[src/rtl/biq_pkg.sv]
// shared widths, register indices, mode codes and types for the biquad filter
// no dependencies; imported by every other file of the block
package biq_pkg;

	// sample and coefficient formats
	localparam int SAMPLE_WIDTH   = 16;
	localparam int COEF_WIDTH     = 18;
	localparam int COEF_FRAC_BITS = 14;

	// product and accumulator widths (five products, three guard bits)
	localparam int PROD_WIDTH = SAMPLE_WIDTH + COEF_WIDTH;
	localparam int ACC_WIDTH  = PROD_WIDTH + 3;

	// configuration port
	localparam int CFG_INDEX_WIDTH = 3;
	localparam int CFG_DATA_WIDTH  = COEF_WIDTH;

	localparam logic [CFG_INDEX_WIDTH-1:0] REG_MODE = 3'd0;
	localparam logic [CFG_INDEX_WIDTH-1:0] REG_B0   = 3'd1;
	localparam logic [CFG_INDEX_WIDTH-1:0] REG_B1   = 3'd2;
	localparam logic [CFG_INDEX_WIDTH-1:0] REG_B2   = 3'd3;
	localparam logic [CFG_INDEX_WIDTH-1:0] REG_A1   = 3'd4;
	localparam logic [CFG_INDEX_WIDTH-1:0] REG_A2   = 3'd5;

	// filter modes; the unused code behaves as bypass
	localparam int MODE_WIDTH = 2;
	localparam logic [MODE_WIDTH-1:0] MODE_BYPASS = 2'd0;
	localparam logic [MODE_WIDTH-1:0] MODE_FIRST  = 2'd1;
	localparam logic [MODE_WIDTH-1:0] MODE_BIQUAD = 2'd2;

	typedef logic signed [SAMPLE_WIDTH-1:0] sample_t;
	typedef logic signed [COEF_WIDTH-1:0]   coef_t;

	// coefficient set as held by the register bank
	typedef struct packed {
		coef_t b0;
		coef_t b1;
		coef_t b2;
		coef_t a1;
		coef_t a2;
	} biq_coefs_t;

	// pipeline control from the top level to the datapath
	typedef struct packed {
		logic load_s1;
		logic step_s1;
	} biq_ctrl_t;

endpackage

[src/rtl/biq_cfg_if.sv]
// configuration write channel: valid/ready with register index and data
// depends on biq_pkg
interface biq_cfg_if
	import biq_pkg::*;
();
	logic                       valid;
	logic                       ready;
	logic [CFG_INDEX_WIDTH-1:0] cfg_index;
	logic [CFG_DATA_WIDTH-1:0]  cfg_data;

	modport source (output valid, output cfg_index, output cfg_data, input ready);
	modport sink (input valid, input cfg_index, input cfg_data, output ready);
endinterface

[src/rtl/biq_cfg_regs.sv]
// configuration register bank: filter mode and the five coefficients
// depends on biq_pkg and biq_cfg_if
module biq_cfg_regs
	import biq_pkg::*;
(
	input  logic               clk,
	input  logic               arst_n,
	biq_cfg_if.sink            cfg,
	output logic [MODE_WIDTH-1:0] mode,
	output biq_coefs_t         coefs
);

	logic [MODE_WIDTH-1:0] mode_q;
	biq_coefs_t            coefs_q;
	logic                  wr_en;

	// writes are always taken
	assign cfg.ready = 1'b1;
	assign wr_en     = cfg.valid & cfg.ready;

	// register write decode; indices past the list are dropped
	always_ff @(posedge clk or negedge arst_n) begin
		if (!arst_n) begin
			mode_q  <= MODE_BYPASS;
			coefs_q <= '0;
		end else if (wr_en) begin
			unique case (cfg.cfg_index)
				REG_MODE: mode_q     <= cfg.cfg_data[MODE_WIDTH-1:0];
				REG_B0:   coefs_q.b0 <= cfg.cfg_data;
				REG_B1:   coefs_q.b1 <= cfg.cfg_data;
				REG_B2:   coefs_q.b2 <= cfg.cfg_data;
				REG_A1:   coefs_q.a1 <= cfg.cfg_data;
				REG_A2:   coefs_q.a2 <= cfg.cfg_data;
				default: ;
			endcase
		end
	end

	assign mode  = mode_q;
	assign coefs = coefs_q;

endmodule

[src/flat_wrapper.sv]
// flat-port wrapper written by rule: the top's interface ports become plain ports
module biq_cfg_regs_flat import biq_pkg::*;
  (clk, arst_n, mode, coefs, cfg_valid, cfg_cfg_index, cfg_cfg_data, cfg_ready);
  biq_cfg_if cfg_i ();
  input  logic clk;
  input  logic arst_n;
  output logic [MODE_WIDTH-1:0] mode;
  output biq_coefs_t coefs;
  input wire logic [$bits(cfg_i.valid)-1:0] cfg_valid;
  input wire logic [$bits(cfg_i.cfg_index)-1:0] cfg_cfg_index;
  input wire logic [$bits(cfg_i.cfg_data)-1:0] cfg_cfg_data;
  output wire logic [$bits(cfg_i.ready)-1:0] cfg_ready;
  assign cfg_i.valid = cfg_valid;
  assign cfg_i.cfg_index = cfg_cfg_index;
  assign cfg_i.cfg_data = cfg_cfg_data;
  assign cfg_ready = cfg_i.ready;
  biq_cfg_regs u_core (.clk(clk), .arst_n(arst_n), .cfg(cfg_i), .mode(mode), .coefs(coefs));
endmodule
[config.mk]
export PLATFORM = sky130hd
export DESIGN_NAME = biq_cfg_regs_flat
export DESIGN_NICKNAME = d
export VERILOG_FILES = /design/src/rtl/biq_pkg.sv /design/src/rtl/biq_cfg_if.sv /design/src/rtl/biq_cfg_regs.sv /design/src/flat_wrapper.sv
export SDC_FILE = /design/constraint.sdc
export NUM_CORES = 1
export LEC_CHECK = 0
export BUFFER_PORTS_ARGS = -buffer_cell sky130_fd_sc_hd__buf_2
export CAP_MARGIN = 20
export CORE_MARGIN = 2
export CORE_UTILIZATION = 31
export CTS_CLUSTER_SIZE = 24
export DETAILED_ROUTE_END_ITERATION = 8
export GPL_ROUTABILITY_DRIVEN = 0
export HOLD_SLACK_MARGIN = 0.03
export SLEW_MARGIN = 40
export SYNTH_ARGS = -nofsm -noshare
export SYNTH_HDL_FRONTEND = slang
export SYNTH_SLANG_ARGS = --single-unit
export TNS_END_PERCENT = 20
[constraint.sdc]
create_clock -name clk -period 0.9 [get_ports clk]
set_input_delay 0.27 -clock clk [delete_from_list [all_inputs] [get_ports clk]]
set_output_delay 0.27 -clock clk [all_outputs]
set_load 0.005 [all_outputs]
==> summary.log <==
INFO  outcome        status=finished with violations
INFO  outcome        violations=setup timing
INFO  worst_hold_path timing.hold.worst_path_depth=2
INFO  sta            postLayoutSetupSlackWorst=-0.229ns
INFO  drt            postRouteAntennaNets=0
INFO  clock_network  cts_root_buf=sky130_fd_sc_hd__clkbuf_16
INFO  setup_path     critical_path_class=reg -> out
INFO  clock_network  cts.htree.levels=3
INFO  drt            vias_per_cell=4.53
INFO  die            fp.dieH=110um
INFO  synth          synthesized_area_fraction_occupied_by_adder_cells=0
INFO  setup_path     critical_path.slowest_cell=sky130_fd_sc_hd__dfrtp_1
INFO  sta            rsz_0062_raised_after_global_routing=yes
INFO  synth          synth.avg_cell_area=17.5um2
INFO  synth          number_of_synthesized_flops_with_an_enable_pin=0
INFO  die            io_pins=117
INFO  setup_path     crit-reg2reg-capture=u_core.coefs[69]
INFO  worst_hold_path worstHoldPathType=in -> reg
INFO  die            fp.dieArea=0.0122mm2
INFO  sta            fin_worst_skew=0ns
INFO  grt            antenna_violations_before_repair=0
INFO  clock_network  clkSinkCount=92
INFO  synth          synthFlopType=sky130_fd_sc_hd__dfrtp_1
INFO  synth          synthDistinctLibCells=8
INFO  setup_path     crit_chain=buf_2
INFO  synth          synth_top_cell_area_share=0.656
INFO  die            core_area=0.0109mm2
INFO  setup_path     crit_required=0.63ns
INFO  setup_path     crit_family=flip-flops
INFO  drt            iter_0_drt_violations=76
INFO  setup_path     path_buf_inv=1
INFO  power          overall_power_of_the_completed_layout=12200uW
INFO  layout         numnets_final=391
INFO  sta            timing.final.max_slew_violations=0
INFO  placed_design  dp.final_hpwl=5790um
INFO  sta            finalSetupViolations=147
INFO  clock_network  tritoncts_clock_tree=yes
INFO  synth          synth_xor_area_frac=0
INFO  setup_path     r2r_start=u_core.coefs[69]
INFO  sta            maximum_clock_frequency=885MHz
INFO  synth          yosys.area_share.simple=0.0218
INFO  setup_path     timing.critical_path.arrival=0.86ns
INFO  synth          synthTopCellsByCount=sky130_fd_sc_hd__dfrtp_1, sky130_fd_sc_hd__mux2_2, sky130_fd_sc_hd__buf_6
INFO  setup_path     rrSetupSlack=-0.11ns
INFO  drt            drt_pass1_iterations=3
INFO  setup_path     critical_path.endpoint_type=primary output
INFO  drt            post_drt_wl_per_cell=16.9um
INFO  layout         antennaDiodeCount=0
INFO  grt            number_of_global_route_vias_before_repair=2342
INFO  grt            wire_length_of_the_first_global_routing_pass=12800um
INFO  die            dieWidth=110um
INFO  worst_hold_path min_delay_worst_endpoint=u_core.coefs[77]
INFO  layout         finalCoreUtilization=0.481
INFO  synth          postSynthCellCount=200
INFO  synth          synth_sequential_area_ratio=0.656
INFO  synth          synth.area.top_cells=sky130_fd_sc_hd__dfrtp_1, sky130_fd_sc_hd__mux2_2, sky130_fd_sc_hd__buf_6, sky130_fd_sc_hd__and4bb_2, sky130_fd_sc_hd__nand4b_2
INFO  layout         final_cell_area=0.00526mm2
INFO  synth          main_combinational_cell_family_by_area_after_synthesis=multiplexers
INFO  placed_design  place_area=0.00450mm2
INFO  setup_path     critical_path.startpoint_type=flip-flop
INFO  grt            grt_usage=0.142
INFO  sta            final.hold.worst_slack=0.232ns
INFO  sta            timing.final.hold_violations=0
INFO  setup_path     worst-r2r-cell-count=3
INFO  sta            fin_crit_sh=1.25
INFO  synth          synthDominantAreaCellType=sky130_fd_sc_hd__dfrtp_1
INFO  layout         layout_cell_share_with_drive_strength_beyond_1=0.743
INFO  layout         area_growth_syn_to_layout=50.0%
INFO  synth          synth.area.mux_share=0.295
INFO  synth          postSynth.asyncResetShare=1.00
INFO  synth          synth_seq_cells=92
INFO  power          power-per-cell-area=2320mW/mm2
INFO  placed_design  io_buffer_count=115
INFO  clock_network  clk-insertion-delay-late=0.33ns
INFO  sta            period_minus_slack=1.13ns
INFO  drt            drc_errors_left=0
INFO  synth          yosysWarningCount=0
INFO  worst_hold_path hold_path.startpoint=cfg_cfg_data[5]
INFO  setup_path     cpPeakStageDelay=0.40ns
INFO  clock_network  clockBufferDepth=2
INFO  grt            grt_max_degree=48
INFO  grt            global_route.overflow_total=0
INFO  die            initial_utilization=0.321
INFO  synth          synth-compound-area-share=0
INFO  synth          synth_nets=224
INFO  flow_run       cap_violations=0
INFO  clock_network  cts_buffer_count=9
INFO  setup_path     timing.critical_path.fanout_max=2
INFO  synth          synth_area=0.00351mm2
INFO  power          worst_ir_drop_vdd=896uV
INFO  drt            totalWireLength=8620um
INFO  clock_network  path_clk_slew=0.06ns
INFO  power          power.static_leakage=0.00264uW
INFO  drt            vias=2308
INFO  die            row_count=38
-- placed cells by master (no fill, tap or decap) --
cell and instances:
sky130_fd_sc_hd__and4bb_2 1, sky130_fd_sc_hd__and4bb_4 2, sky130_fd_sc_hd__buf_12 8, sky130_fd_sc_hd__buf_2 110, sky130_fd_sc_hd__buf_4 35, sky130_fd_sc_hd__buf_6 6, sky130_fd_sc_hd__buf_8 5, sky130_fd_sc_hd__clkbuf_1 1
sky130_fd_sc_hd__clkbuf_16 9, sky130_fd_sc_hd__clkbuf_8 3, sky130_fd_sc_hd__clkinvlp_4 1, sky130_fd_sc_hd__conb_1 1, sky130_fd_sc_hd__dfrtp_1 92, sky130_fd_sc_hd__dlygate4sd3_1 1, sky130_fd_sc_hd__mux2_2 30, sky130_fd_sc_hd__mux2_4 62
sky130_fd_sc_hd__nand4b_4 2, sky130_fd_sc_hd__nor4b_2 1
-- report_power, final --
part           total, uW  internal (uW)  leakage [uW]  switching [uW]
Combinational       3160           2110       0.00141            1050
Clock               3530           2070      0.000134            1460
Sequential          5530           5050       0.00110             482
Total              12200           9230       0.00264            2990
-- per-layer routing --
layer	up-vias	track usage	part of all wire
met3	9	0.0400	0.060
met5	-	0	0
met1	1183	0.199	0.46
li1	1040	-	-
met2	76	0.214	0.47
met4	0	0.0429	0.011
-- stage by stage --
step	TNS, ns	instances	worst slack [ns]
global placement	-41.41	463	-0.498
global route	-28.15	510	-0.266
CTS	-25.73	495	-0.249
floorplan	-24.41	200	-0.347
finish	-24.59	510	-0.229
detailed placement	-43.06	463	-0.524
-- layout make-up --
class | count | area, um2
clock buffer | 13 | 270
clock inverter | 1 | 7.51
fill | 994 | 5670
multi-input combinational | 99 | 1380
sequential | 92 | 2300
tap | 140 | 175
timing repair buffer | 165 | 1130
-- worst max path at each step --
| stage | startpoint | end | slack (ns) | depth (start not counted) |
|---|---|---|---|---|
| final | u_core.coefs[88] | coefs[88] | -0.23 | 1 |
| after global routing | u_core.coefs[68] | coefs[68] | -0.27 | 1 |
| after CTS | u_core.coefs[88] | coefs[88] | -0.25 | 1 |
| after detailed placement | cfg_cfg_index[2] | u_core.coefs[75] | -0.52 | 4 |
| after global placement | cfg_cfg_index[2] | u_core.coefs[56] | -0.50 | 4 |
| after floorplan | cfg_cfg_index[1] | u_core.coefs[18] | -0.35 | 4 |
-- state kept, by name, summed over array words and instances (netlist names) --
name,cells
u_core.mode,2
u_core.coefs,90
-- kinds of logic after synthesis --
family / after synthesis
buffers and inverters: 9
DFF: 92
muxes: 92
other: 1
and+or+nand+nor: 6
-- timing repair --
action                                  CTS  global route
resized for setup                        45            15
hold buffers                              1             0
endpoints found under the setup margin  184           184
pin swaps                                 3             3
hold endpoints to repair                 92             0
setup buffers                            17            15
No activity file was read; power rests on OpenSTA's default activity.
